[src/hw/rtl/erle_pkg.sv]
// package for the escape run-length byte decoder
// holds escape constants, queue sizing and the result record type
// no dependencies
`default_nettype none

package erle_pkg;

   localparam logic [7:0] ESC_BYTE   = 8'h81;
   localparam logic [7:0] RUN_BYTE   = 8'h82;
   localparam logic [7:0] COUNT_BIAS = 8'd2;

   // output queue sizing, pointers wrap naturally
   localparam int unsigned QUEUE_DEPTH = 4;
   localparam int unsigned PTR_W       = $clog2(QUEUE_DEPTH);
   localparam int unsigned CNT_W       = $clog2(QUEUE_DEPTH + 1);

   typedef struct packed {
      logic [7:0] out_value;
      logic [7:0] run_count;
      logic       last_of_item;
   } rsp_type;

   // what one decoded byte produces
   typedef struct packed {
      logic [1:0] num_results;
      rsp_type    first;
      rsp_type    second;
   } decode_type;

endpackage

`default_nettype wire

[src/hw/rtl/erle_core.sv]
// decode state and per-byte decode logic
// depends on erle_pkg
`default_nettype none

module erle_core (
   input  wire logic                clock,
   input  wire logic                reset,
   input  wire logic                fire,
   input  wire logic [7:0]          code_byte,
   output erle_pkg::decode_type     decode
);

   typedef enum logic [1:0] {
      PHASE_PLAIN = 2'd0,
      PHASE_ESC   = 2'd1,
      PHASE_COUNT = 2'd2
   } phase_type;

   phase_type  phase_ff, phase_in;
   logic [7:0] last_byte_ff, last_byte_in;

   always_comb begin
      phase_in     = phase_ff;
      last_byte_in = last_byte_ff;
      decode       = '0;
      case (phase_ff)
         PHASE_ESC: begin
            if (code_byte == erle_pkg::RUN_BYTE) begin
               phase_in = PHASE_COUNT;
            end else if (code_byte == erle_pkg::ESC_BYTE) begin
               // second escape stays pending
               decode.num_results = 2'd1;
               decode.first       = '{erle_pkg::ESC_BYTE, 8'd1, 1'b1};
               last_byte_in       = erle_pkg::ESC_BYTE;
            end else begin
               decode.num_results = 2'd2;
               decode.first       = '{erle_pkg::ESC_BYTE, 8'd1, 1'b0};
               decode.second      = '{code_byte, 8'd1, 1'b1};
               last_byte_in       = code_byte;
               phase_in           = PHASE_PLAIN;
            end
         end
         PHASE_COUNT: begin
            phase_in = PHASE_PLAIN;
            if (code_byte != 8'd0) begin
               decode.num_results = 2'd1;
               decode.first.out_value    = last_byte_ff;
               // count of one is clamped to a single copy
               decode.first.run_count    = (code_byte >= erle_pkg::COUNT_BIAS) ?
                                           code_byte - 8'd1 : 8'd1;
               decode.first.last_of_item = 1'b1;
            end else begin
               decode.num_results = 2'd2;
               decode.first       = '{erle_pkg::ESC_BYTE, 8'd1, 1'b0};
               decode.second      = '{erle_pkg::RUN_BYTE, 8'd1, 1'b1};
               last_byte_in       = erle_pkg::RUN_BYTE;
            end
         end
         default: begin
            // plain phase, also the unreachable code
            if (code_byte == erle_pkg::ESC_BYTE) begin
               phase_in = PHASE_ESC;
            end else begin
               phase_in           = PHASE_PLAIN;
               decode.num_results = 2'd1;
               decode.first       = '{code_byte, 8'd1, 1'b1};
               last_byte_in       = code_byte;
            end
         end
      endcase
   end

   always_ff @(posedge clock) begin
      if (reset) begin
         phase_ff     <= PHASE_PLAIN;
         last_byte_ff <= 8'd0;
      end else if (fire) begin
         phase_ff     <= phase_in;
         last_byte_ff <= last_byte_in;
      end
   end

endmodule

`default_nettype wire

[src/hw/rtl/erle_queue.sv]
// small result queue, up to two pushes and one pop per cycle
// depends on erle_pkg
`default_nettype none

module erle_queue (
   input  wire logic                clock,
   input  wire logic                reset,
   input  wire logic                push,
   input  wire erle_pkg::decode_type decode,
   output logic                     room,
   output logic                     head_valid,
   output erle_pkg::rsp_type        head,
   input  wire logic                pop
);

   erle_pkg::rsp_type                 mem_ff [erle_pkg::QUEUE_DEPTH];
   logic [erle_pkg::PTR_W-1:0]        wr_ptr_ff, wr_ptr_in;
   logic [erle_pkg::PTR_W-1:0]        rd_ptr_ff, rd_ptr_in;
   logic [erle_pkg::CNT_W-1:0]        count_ff, count_in;
   logic [erle_pkg::CNT_W-1:0]        push_cnt;
   logic [erle_pkg::PTR_W-1:0]        wr_next;
   logic                              do_pop;

   // room for the largest burst, ignoring a same-cycle pop
   assign room       = count_ff <= erle_pkg::CNT_W'(erle_pkg::QUEUE_DEPTH - 2);
   assign head_valid = count_ff != '0;
   assign head       = mem_ff[rd_ptr_ff];
   assign do_pop     = pop && head_valid;
   assign wr_next    = wr_ptr_ff + erle_pkg::PTR_W'(1);
   assign push_cnt   = push ? erle_pkg::CNT_W'(decode.num_results) : '0;

   always_comb begin
      wr_ptr_in = wr_ptr_ff + erle_pkg::PTR_W'(push_cnt);
      rd_ptr_in = do_pop ? rd_ptr_ff + erle_pkg::PTR_W'(1) : rd_ptr_ff;
      count_in  = count_ff + push_cnt - erle_pkg::CNT_W'(do_pop);
   end

   always_ff @(posedge clock) begin
      if (reset) begin
         wr_ptr_ff <= '0;
         rd_ptr_ff <= '0;
         count_ff  <= '0;
      end else begin
         wr_ptr_ff <= wr_ptr_in;
         rd_ptr_ff <= rd_ptr_in;
         count_ff  <= count_in;
      end
   end

   always_ff @(posedge clock) begin
      if (push && decode.num_results != 2'd0) begin
         mem_ff[wr_ptr_ff] <= decode.first;
      end
      if (push && decode.num_results == 2'd2) begin
         mem_ff[wr_next] <= decode.second;
      end
   end

endmodule

`default_nettype wire

[src/hw/rtl/escape_rle_byte_decoder_unit.sv]
// top level of the escape run-length byte decoder
// depends on erle_pkg, erle_core and erle_queue
//
// usage
//  - req channel: one compressed byte per request on req_code_byte
//  - rsp channel: decoded runs as value, repeat count and a last flag that
//    marks the final run produced by one compressed byte
//  - escape 0x81 0x82 n repeats the last output byte, 0x81 0x82 0 gives the
//    literal pair, 0x81 x gives 0x81 x; 0x81 0x81 gives 0x81 and stays escaped
//  - path: an accepted byte waits in the input register until the queue has
//    room, is decoded, and its runs enter the queue that drives rsp
//  - throughput: one byte per cycle while the queue has room; two runs of one
//    byte leave one at a time by the single read port of the four-entry queue
//  - bytes that yield no run (escape prefixes) leave rsp untouched
//  - reset: decode phase returns to plain literal, last byte to zero, the
//    input register and queue empty
//  - receiver stall: runs collect in the queue; once fewer than two slots
//    remain the decode stage holds and req_ready drops, nothing is lost
`default_nettype none

module escape_rle_byte_decoder_unit (
   input  wire logic       clock,
   input  wire logic       reset,
   input  wire logic       req_valid,
   output logic            req_ready,
   input  wire logic [7:0] req_code_byte,
   output logic            rsp_valid,
   input  wire logic       rsp_ready,
   output logic [7:0]      rsp_out_value,
   output logic [7:0]      rsp_run_count,
   output logic            rsp_last_of_item
);

   // input register
   logic       in_valid_ff, in_valid_in;
   logic [7:0] in_byte_ff;

   logic                 room;
   logic                 decode_fire;
   logic                 head_valid;
   erle_pkg::rsp_type    head;
   erle_pkg::decode_type decode;

   // decode proceeds only when the queue can absorb a two-run burst
   assign decode_fire = in_valid_ff && room;
   assign req_ready   = !in_valid_ff || decode_fire;

   always_comb begin
      in_valid_in = in_valid_ff;
      if (req_valid && req_ready) begin
         in_valid_in = 1'b1;
      end else if (decode_fire) begin
         in_valid_in = 1'b0;
      end
   end

   always_ff @(posedge clock) begin
      if (reset) begin
         in_valid_ff <= 1'b0;
      end else begin
         in_valid_ff <= in_valid_in;
      end
   end

   // payload register, no reset
   always_ff @(posedge clock) begin
      if (req_valid && req_ready) begin
         in_byte_ff <= req_code_byte;
      end
   end

   erle_core u_core (
      .clock     (clock),
      .reset     (reset),
      .fire      (decode_fire),
      .code_byte (in_byte_ff),
      .decode    (decode)
   );

   erle_queue u_queue (
      .clock      (clock),
      .reset      (reset),
      .push       (decode_fire),
      .decode     (decode),
      .room       (room),
      .head_valid (head_valid),
      .head       (head),
      .pop        (rsp_ready)
   );

   assign rsp_valid        = head_valid;
   assign rsp_out_value    = head.out_value;
   assign rsp_run_count    = head.run_count;
   assign rsp_last_of_item = head.last_of_item;

endmodule

`default_nettype wire

[config.mk]
export PLATFORM = sky130hd
export DESIGN_NAME = escape_rle_byte_decoder_unit
export DESIGN_NICKNAME = d
export VERILOG_FILES = /design/src/hw/rtl/erle_pkg.sv /design/src/hw/rtl/erle_core.sv /design/src/hw/rtl/erle_queue.sv /design/src/hw/rtl/escape_rle_byte_decoder_unit.sv
export SDC_FILE = /design/constraint.sdc
export NUM_CORES = 1
export LEC_CHECK = 0
export ABC_AREA = 0
export BUFFER_PORTS_ARGS = -buffer_cell sky130_fd_sc_hd__buf_2
export CORE_ASPECT_RATIO = 0.7
export CORE_UTILIZATION = 53
export CTS_CLUSTER_SIZE = 12
export DETAILED_ROUTE_END_ITERATION = 8
export GPL_TIMING_DRIVEN = 0
export PLACE_DENSITY = 0.84
export SYNTH_ARGS = -nofsm -noshare
export SYNTH_HDL_FRONTEND = slang
export SYNTH_SLANG_ARGS = --single-unit
[constraint.sdc]
create_clock -name clock -period 3 [get_ports clock]
set_input_delay 0.3 -clock clock [delete_from_list [all_inputs] [get_ports clock]]
set_output_delay 0.3 -clock clock [all_outputs]
set_load 0.02 [all_outputs]
## Word level (Yosys, flattened, before mapping)

Memory sizes are Yosys's and may differ from the RTL's. A register that Yosys moved wholly into a read port is not among the register bits.
Cells that the tools add are included.

| word-level totals | value |
|---|---|
| bits in registers | 26 |
| bits in writable memories | 68 |
| bits of input ports | 12 |
| output and inout bits | 19 |
| word-level logic and storage cells | 65 |
| memories kept | 1 |

| operators by class | value |
|---|---|
| add/subtract/negate cells | 6 |
| $lt $le $gt $ge | 2 |
| eq/ne operators | 9 |
| mux-type cells | 27 |
| reduce and logical (&&, ||, !) cells | 13 |

Memories:

| memory | words | bits a word | rd ports | clocked after Yosys merged registers in | wr ports | line | RTL |
|---|---|---|---|---|---|---|---|
| u_queue.mem_ff | 4 | 17 | 1 | 1 | 2 | erle_queue.sv:16 | `erle_pkg::rsp_type mem_ff [erle_pkg::QUEUE_DEPTH];` |

Operator list:

| operator | number |
|---|---|
| $mux 8 | 5 |
| $mux 19 | 2 |
| $pmux 19 s2 | 1 |
| $mux 36 | 1 |
| $mux 17 | 2 |
| $pmux 17 s2 | 1 |
| $mux 18 | 1 |
| $eq 8x8->1 const B | 2 |
| $pmux 8 s2 | 1 |
| $mux 2 | 5 |
| $ge 8x2->1 const B | 1 |
| $reduce_bool 8->1 | 1 |
| $sub 8x1->8 const B | 1 |
| $mux 1 | 7 |
| $logic_and 1x1->1 | 5 |
| $add 2x1->2 const B | 2 |
| $eq 2x2->1 const B | 2 |
| $ne 2x2->1 const B | 2 |
| $pmux 2 s2 | 1 |
| $reduce_and 4->1 | 1 |
| $reduce_bool 2->1 | 2 |
| $add 3x3->3 | 1 |
| $le 3x2->1 const B | 1 |
| $ne 3x2->1 const B | 1 |
| other kinds (8) | 8 |

## Depth between registers and ports, before layout

Gate-level depths: netlist (run 1).

| logic depth | value |
|---|---|
| depth in word-level cells | 8 |
| depth in mapped cells | 13 |

## Hierarchy

A second synthesis (run 1) with hierarchy kept.

| second synthesis, totals | value |
|---|---|
| cell total of the unflattened synthesis | 383 |
| area total of the unflattened synthesis | 5,149.9 um2 |

By module, submodules not included:

| module | times used | cells each | area an instance (um2) |
|---|---|---|---|
| erle_queue | 1 | 222 | 3,779.9 |
| erle_core | 1 | 147 | 1,067.3 |
| escape_rle_byte_decoder_unit | 1 | 14 | 302.8 |

## Worst setup path before layout (run 1)

Ideal clock, no wire load.

| path | value |
|---|---|
| path kind | register -> register |
| from | reg in_byte_ff[1] |
| to | reg u_queue.count_ff[2] (netlist bit) |
| library setup time | 0.128 ns |
| arrival | 2.903 ns |
| slack | -0.030 ns |
| stages on the path, launching flop included | 14 |
| period minus slack after synthesis | 3.030 ns |
| path through | edfxtp_1 > clkbuf_1 > inv_1 > ha_1 > or3b_2 > nor3_4 > o21a_2 > buf_6 > inv_1 > ha_1 > fa_1 > xnor2_1 > xnor2_1 > nor2_1 |

| on the way | value |
|---|---|
| longest elaborated chain between the ends | 7 |

RTL lines:

| element | line | RTL |
|---|---|---|
| start: declaration | escape_rle_byte_decoder_unit.sv:36 | `logic [7:0] in_byte_ff;` |
| start signal: assignment | escape_rle_byte_decoder_unit.sv:68 | `in_byte_ff <= req_code_byte;` |
| $eq 8x8->1 | erle_core.sv:30, erle_core.sv:61 |  |
| $mux 19 | erle_core.sv:30 | `end else if (code_byte == erle_pkg::ESC_BYTE) begin` |
| $mux 36 | erle_core.sv:28 | `if (code_byte == erle_pkg::RUN_BYTE) begin` |
| $pmux 19 s2 * | erle_core.sv:26 | `case (phase_ff)` |
| $mux 2 * | erle_queue.sv:30 | `assign push_cnt = push ? erle_pkg::CNT_W'(decode.num_results) : '0;` |
| $add 3x3->3 * | erle_queue.sv:35 | `count_in = count_ff + push_cnt - erle_pkg::CNT_W'(do_pop);` |
| $sub 3x1->3 * | erle_queue.sv:35 |  |
| end signal: assignment | erle_queue.sv:46 | `count_ff <= count_in;` |
| end: declaration | erle_queue.sv:19 | `logic [erle_pkg::CNT_W-1:0] count_ff, count_in;` |

Every way passes the cells marked *; elsewhere a longest branch is shown, timed or not.
A chain may end at the register's enable or synchronous reset.

==> flow_results.org, run 1 <==
** Pwr
- Switching component of the power :: ~1000 uW
- In this run, flip-flops and latches consume approximately 44% of the power.
- LEAKAGE :: roughly 0.0022 uW
- VDD sags by at most between 0.0003 and 0.0004 V.
- Switching power as a share of total power :: around 30%
- Power per cell area :: about 640 nW/um^2
- Design internal power :: roughly 2500 uW
- Share of total power in the clock network :: about a third
- The share of total power dissipated in combinational logic is a little under a quarter.

** Timing
- After layout, the worst path uses between 90% and 100% of the clock period.
- Pin slew with the least headroom to its limit :: 0.800 ns
- The number of endpoints with negative hold slack in the final report is 0.
- Headroom to the max-slew limit came out at 46.6%.
- Final number of setup-violating endpoints :: 0
- The clock period could shrink to 2.89 ns.
- Total negative slack for setup checks :: 0 ns
- Highest clock rate :: about 0.35 GHz
- Clock Skews :: slightly below 0.006 ns
- Fin. max-slew vios :: 0

** Layout
- Commonest cells after routing, fill and taps aside :: nand2_1, dfxtp_1, edfxtp_1
- Area grow syn2layout :: 15.3%
- 0 antenna diodes ended up in the layout.
- Post-layout util :: between 60% and 70%
- The library cell used most frequently in the layout, excluding fill and tap cells, is nand2_1.
- At the end of the flow, the number of nets in the layout was 491.
- Final standard cell area without fillers :: approximately 5500 um^2
- Of the cells placed in the final design, the portion with a size suffix greater than 1 is between 20% and 30%.

** Logic synthesis
- Synthesized area per cell :: roughly 11 um^2
- Number of distinct library cells after synthesis :: 55
- In the synthesized netlist the async set-or-reset flop fraction comes to 0%.
- Predominant post-synthesis flop cell :: edfxtp_1
- The synthesized design contains 48 enable-type register cells.
- Mapped cell area :: between 4000 and 5000 um^2
- For this run, the number of Yosys warnings is 0.
- Nets in the synthesized netlist :: 446
- Seq cells post-synth :: between 90 and 100
- Synthesis produced a netlist whose cell count is 423.
- Share of synthesized area occupied by flip-flops and latches :: between 50% and 60%
- Yosys top cell by area :: edfxtp_1
- In this run the biggest area consumer among cell types represents 30.1% of the synthesized area.
- Leading post-synthesis cells by cell area :: edfxtp_1, dfxtp_1, mux4_2, mux2i_1, nand2_1

** Worst setup path
- R2r worst-path depth :: 9
- Arr. time, crit path :: between 2 and 3 ns
- Category of the critical setup timing path :: reg -> reg
- For the worst setup path, the data required time is between 3 and 4 ns.
- Element type at the critical path start :: flip-flop
- Following the worst setup path forward leads to its endpoint at u_queue.mem_ff[0][11].
- In this run the worst setup path begins at in_byte_ff[5].
- Of all nets on the critical path, the largest fanout is 10.
- The setup check on the worst reg-to-reg path leaves a slack of ~0.11 ns.
- Kind of end point of the critical path :: flip-flop
- Reg2Reg Launch Point :: in_byte_ff[5]
- Worst r2r dst :: u_queue.mem_ff[0][11]

** GRT
- The via count of the first global-routing pass is about 3600.
- Wire length of the first global-routing pass :: approximately 18 mm
- Global routing consumed, over all layers together, 26.6% of the routing resources.
- M1 GR Usage :: 34.0%
- The number of antenna violations at the first check in global routing is 0.
- Routing layer with the top usage in global route :: met2
- GRT met2 Usage :: ~44%
- For this run, global-route usage on met3 was measured as under 10%.
- Maximum number of pins on one net before global-route repair :: 17
- Overall overflow remaining after global route :: 0

** Detailed routing
- # DRC :: 0
- Average detailed-routed wire length per instance :: approximately 19 um
- For this block, the via count after detailed routing is between 3000 and 4000.
- The first routing iteration left roughly 370 violations.
- Once detail routing completed, the nets flagged for antenna violations numbered 0.
- The pre-antenna-repair detailed-routing pass consisted of 5 iterations.
- Via/cell ratio :: 6.07
- The routed design has 11.5 mm of wire.

** Place
- Detail Placement HPWL :: approximately 8.0 mm
- Routability-driven placement congestion ratio :: about 0.95
- Placed standard-cell area :: around 5000 um^2
- The count of buffers added on input and output ports is 29.

** Run
- Max-capacitance violation count :: 0

** Min path
- Worst hold path class :: in -> reg
- Counting instances, the worst hold path has a depth of 1.

** Clock network
- Source-to-sink clock delay at the later pin of the worst-skew pair :: 0.35 ns
- TritonCTS buffer count :: 9
- Clock-pin slew on the worst setup and hold paths :: roughly 0.06 ns
- Hold repair after CTS inserted 0 buffers.
- The clock drives 96 sinks.
- CTS root buf :: clkbuf_16
- Clock tree from TritonCTS :: built
- Counting along the longest clock path gives a buffer depth of 2.
- Htree depth :: 3

** Floorplan
- The floorplan has 28 rows.
- Die Area :: 9410 um^2
- The total area inside the core boundary comes to about 8600 um^2.
- Die width :: 116 um
- Initial core utilization :: between 50% and 60%
- # IOs :: 31
- In this run the vertical extent of the chip is a little over 80 um.

** Run status
- Status :: finished clean
[flip-flops by register name (all words and copies together), names as in the netlist, named ones only]
signal and count:
u_queue.wr_ptr_ff 2, in_byte_ff 8, u_queue.count_ff 3, u_queue.mem_ff 68
in_valid_ff 1, u_queue.rd_ptr_ff 2, u_core.last_byte_ff 8, u_core.phase_ff 2
[Yosys cell counts (3+ instances only)]
cell       count
xnor2_1        6
nor2b_1        7
buf_6          6
ha_1          10
nor2_1        19
o2111ai_1      4
xor2_1         5
edfxtp_1      48
o22ai_1       24
clkbuf_1      14
o21ai_4        4
nand2b_1       5
dfxtp_1       48
buf_1          3
mux2i_1       28
and2_1         3
buf_2          4
or2_2          5
mux4_2        17
a32o_1         4
a22oi_1        7
o2bb2ai_1      4
nand2_1       69
inv_1         12
nand4_1        3
nand3_1       10
a21oi_1       20
[power by group through the flow]
stage	clock [uW]	combinational (uW)	sequential [uW]
floorplan	0	619	1540
global placement	0	789	1560
detailed placement	0	812	1560
CTS	1150	832	1530
global route	1200	905	1570
finish	1150	829	1560
[per-stage QoR]
stage / hold WS (ns) / setup slack, ns / power [uW] / instances
floorplan: 0.399 / 0.0467 / 2160 / 423
global placement: 0.442 / -0.337 / 2350 / 572
detailed placement: 0.454 / -0.376 / 2370 / 572
CTS: 0.114 / -0.0356 / 3520 / 590
global route: 0.112 / -0.00878 / 3680 / 593
finish: 0.123 / 0.113 / 3540 / 593
[how the worst min path moves through the flow]
stage / start / to / slack, ns
floorplan: req_code_byte[0] / in_byte_ff[0] / 0.40
global placement: u_core.last_byte_ff[4] / u_core.last_byte_ff[4] / 0.44
detailed placement: u_core.last_byte_ff[0] / u_core.last_byte_ff[0] / 0.45
CTS: req_code_byte[0] / in_byte_ff[0] / 0.11
global route: req_code_byte[1] / in_byte_ff[1] / 0.11
finish: req_code_byte[0] / in_byte_ff[0] / 0.12
[cell type report]
| type | instances | area (um^2) |
|---|---|---|
| multi-input cells | 287 | 2240 |
| fillers | 666 | 3070 |
| flip-flops and latches | 96 | 2400 |
| well taps | 120 | 150 |
| inverters | 12 | 45.0 |
| repair buffers | 36 | 198 |
| clock inverters | 7 | 68.8 |
| clock buffers | 9 | 225 |
| plain buffers | 26 | 179 |
[critical path: stages, from the launching register on]
cell      delay (ns)
edfxtp_1        0.58
nor4_4          0.36
buf_2           0.24
a31oi_1         0.11
o21a_2          0.23
buf_8           0.12
buf_4           0.17
o21ai_4         0.34
buf_6           0.22
nand2_2         0.21
[logic make-up after synthesis]
logic type | count (synthesis) | synth area share [%]
adder cells (fa/ha/maj) | 11 | 3.04
XOR/XNOR | 11 | 2.01
multiplexers | 45 | 13.9
AND/OR/NAND/NOR | 136 | 13.9
AO/OA/AOI/OAI | 84 | 12.7
flip-flops | 96 | 50.2
buffers and inverters | 40 | 4.26
[metal layers]
layer / share of wire [%] / wire, um / up-vias
li1: - / - / 1665
met5: 0 / 0 / -
met2: 47 / 5410 / 178
met1: 43 / 4870 / 1733
met3: 8.5 / 975 / 24
met4: 1.8 / 203 / 0
[what timing repair did]
action                     4_1_cts  5_1_grt
setup endpoints to repair       52       72
pin swaps                        1        3
setup buffers                    2        5
hold endpoints to repair         0        0
gates resized for setup         17       12
gates cloned                     0        0
Power figures use the tool's default switching activity.
==> run 2, diff against run 1 <==
CTS_BUF_LIST = sky130_fd_sc_hd__clkbuf_4 sky130_fd_sc_hd__clkbuf_8   (was unset)
CTS_CLUSTER_SIZE = unset   (was 12)
PLACE_DENSITY = 0.81   (was 0.84)
clock period = 2.8 ns   (was 3 ns; I/O delays follow)
==> flow_results.org, run 2 (synthesis gave the netlist of run 1 again) <==
** GRT
- The total routing resource utilization after global routing came to 26.5% (was 26.6%).
- The number of antenna violations at the first check in global routing came to 0 (unchanged).
- Overall overflow remaining after global route :: 0 (unchanged)
- Via count of the first global-routing pass :: 3555 (was 3635)
- The pin count of the biggest net entering global routing is 17 (unchanged).
- Wire length of the first global-routing pass :: 18.2 mm (was 18.3 mm)

** Worst setup path
- The cell at the slowest stage of the critical path is fa_2 (was edfxtp_1).
- Worst stage delay on the critical path :: 0.40 ns (was 0.58 ns)
- The capturing element type of the critical path was a flip-flop (unchanged).
- The data arrival time of the critical path was 2.95 ns (was 2.93 ns).
- The required time of the critical path came to 3.06 ns (was 3.05 ns).
- The count of buffer and inverter cells on the critical path was 4 (unchanged).
- Sequence of cells on the critical path: inv_1, ha_1, clkbuf_1, and4b_1, o211a_1, buf_8, ha_1, inv_1, fa_2, xnor2_2, xnor2_1, nor2_1 (was nor4_4, buf_2, a31oi_1, o21a_2, buf_8, buf_4, o21ai_4, buf_6, nand2_2).
- The largest fanout on the critical path came to 11 (was 10).
- Element type at the critical path start :: flip-flop (unchanged)
- The cell class contributing the biggest share of worst-path delay is adder cells (was buffers and inverters).
- Category of the critical setup timing path :: reg -> reg (unchanged)

** Layout
- The register ranked first by flip-flop count is u_queue.mem_ff (unchanged).
- The antenna cell count came to 0 (unchanged).
- Commonest cells after routing, fill and taps aside :: nand2_1, edfxtp_1, dfxtp_1 (was nand2_1, dfxtp_1, edfxtp_1)
- Flip-flop count of the largest register, all copies and words added :: 68 (unchanged)
- The number of filler cells placed in the layout is 662 (was 666).
- Regs by FF count :: u_queue.mem_ff: 68 flops, in_byte_ff: 8 flops, u_core.last_byte_ff: 8 flops (unchanged)
- The post-layout net count came to 507 (was 491).
- The fraction of final layout cells sized beyond drive strength 1 is 28.6% (was 23.9%).
- The leading cell type in the layout, fill and taps excluded was nand2_1 (unchanged).
- The synthesis-to-finish area growth was 17.6% (was 15.3%).

** Timing
- Share of the clock period used by the worst path after layout :: 95.9% (was 96.2%)
- The clock skew after layout is 0.0116 ns (was 0.00584 ns).
- Fin. max-slew vios :: 0 (unchanged)
- Setup repair after global routing missed its margin :: true
- Highest clock rate :: 0.372 GHz (was 0.346 GHz)
- Min setup slack post-route :: 0.114 ns (was 0.113 ns)
- Pin slew with the least headroom to its limit :: 0.780 ns (was 0.800 ns)
- The shortest clock period the worst path allows after layout was 2.69 ns (was 2.89 ns).
- The relative slew slack was 47.9% (was 46.6%).
- Final number of setup-violating endpoints :: 0 (unchanged)
- Count of final hold-check violations :: 0 (unchanged)
- The worst hold margin is 0.0766 ns (was 0.123 ns).

** Run status
- Status: finished clean (unchanged).

** Clock network
- The clock latency of the later-clocked register in the worst-skew pair came to 0.38 ns (was 0.35 ns).
- The hold buffer count at cts is 0 (unchanged).
- Htree depth :: 3 (unchanged)
- CTS root buf :: clkbuf_8 (was clkbuf_16)
- Maximum clock path buffer count :: 2 (unchanged)
- TritonCTS buffer count :: 9 (unchanged)
- Clock tree from TritonCTS :: built (unchanged)
- Clock sinks :: 96 (unchanged)
- The clock edge transition at the registers on the reported setup and hold paths came to 0.10 ns (was 0.06 ns).

** Floorplan
- The count of pins on the block boundary is 31 (unchanged).
- Die width :: 116 um (unchanged)
- The core outline area is 8580 um^2 (unchanged).
- The initial core utilization was 55.7% (unchanged).
- The number of core rows was 28 (unchanged).
- Die Area :: 9410 um^2 (unchanged)
- The height of the die is 81.5 um (unchanged).

** Place
- Routability-driven placement congestion ratio :: 0.930 (was 0.947)
- Post-place setup slack :: -0.632 ns (was -0.376 ns)
- IO Port Bufs :: 29 (unchanged)
- The total half-perimeter wirelength after legalization and detailed placement was 7.94 mm (was 8.01 mm).

** Min path
- The class of the tightest hold or removal check was in -> reg (unchanged).

** Detailed routing
- The number of iterations in the first detailed-routing pass is 5 (unchanged).
- The number of remaining DRC errors is 0 (unchanged).
- The via count came to 3735 (was 3600).
- The violation count after the first detailed-routing iteration is 375 (was 369).
- Average detailed-routed wire length per instance :: 19.1 um (was 19.3 um)
- Routed wire length :: 11.6 mm (was 11.5 mm)
- Via/cell ratio :: 6.13 (was 6.07)
- The final antenna-violating net count was 0 (unchanged).

** Run
- Max-capacitance violation count :: 0 (unchanged)

** Pwr
- The total power divided by cell area is 630 nW/um^2 (was 641 nW/um^2).
- The static leakage power is 0.00221 uW (was 0.00215 uW).
- The worst ir drop on vdd came to 0.000370 V (was 0.000362 V).
-- run 2: cell types whose count changed in the layout (fill, tap and decap cells not counted), moves of 2 or more --
cell	delta
buf_4	+16
clkbuf_8	+10
clkbuf_16	-9
ha_1	-3
nand2_2	-3
nand2_4	+3
buf_2	-2
clkbuf_4	+2
ha_4	+2
inv_1	-2
-- run 2: routing by layer --
metal	wire (um)	vias up	global-route usage (%)	part of all wire, %
li1	-	1697	-	-
met1	4890	1826	34.4	42
met2	5610	193	44.3	48
met3	982	19	6.20	8.5
met4	136	0	8.18	1.2
met5	0	-	0	0
-- run 2: power breakdown --
part / total [uW] / internal, uW / switching [uW]
Sequential: 1660 / 1580 / 81.0
Clock: 931 / 446 / 485
Combinational: 948 / 432 / 516
Total: 3540 / 2460 / 1080
-- run 2: what timing repair did --
action / 4_1_cts / 5_1_grt
endpoints found under the setup margin: 86 / 50
setup buffers: 13 / 11
resized for setup: 23 / 14
pin swaps: 5 / 11
-- run 2: final timing paths --
kind	endpoint	startpoint	cells past startpoint	slack (ns)
worst max-delay path	u_queue.count_ff[2]	u_core.phase_ff[1]	12	0.11
worst min-delay path	in_byte_ff[0]	req_code_byte[0]	1	0.08
worst max register to register	u_queue.count_ff[2]	u_core.phase_ff[1]	12	0.11
worst min register to register	u_core.last_byte_ff[4]	u_core.last_byte_ff[4]	2	0.46
-- run 2: cell type report --
cell class	count	area, um^2	share of cell area, %
Buffer	25	188	3.34
Clock buffer	11	145	2.58
Clock inverter	5	55.1	0.979
Inverter	12	50.0	0.890
Multi-Input combinational cell	287	2300	41.0
Sequential cell	96	2400	42.7
Tap cell	120	150	2.67
Timing Repair Buffer	53	329	5.85
-- run 2: worst reg2reg max path, cell delays in order, from the launching register on --
cell and delay (ns):
dfxtp_1 0.34, inv_1 0.06, ha_1 0.21, clkbuf_1 0.37
and4b_1 0.26, o211a_1 0.18, buf_8 0.17, ha_1 0.18
inv_1 0.06, fa_2 0.40, xnor2_2 0.15, xnor2_1 0.14
nor2_1 0.06
-- run 2: stage by stage --
step / util, % / setup TNS (ns) / instances / total power (uW) / area, um^2
finish: 65.5 / 0 / 609 / 3540 / 5620
global route: 65.5 / -0.0261 / 609 / 3700 / 5620
CTS: 64.0 / 0 / 598 / 3510 / 5490
detailed placement: 59.6 / -26.23 / 572 / 2570 / 5110
global placement: 59.6 / -23.74 / 572 / 2550 / 5110
floorplan: - / 0 / 423 / 2340 / 4820
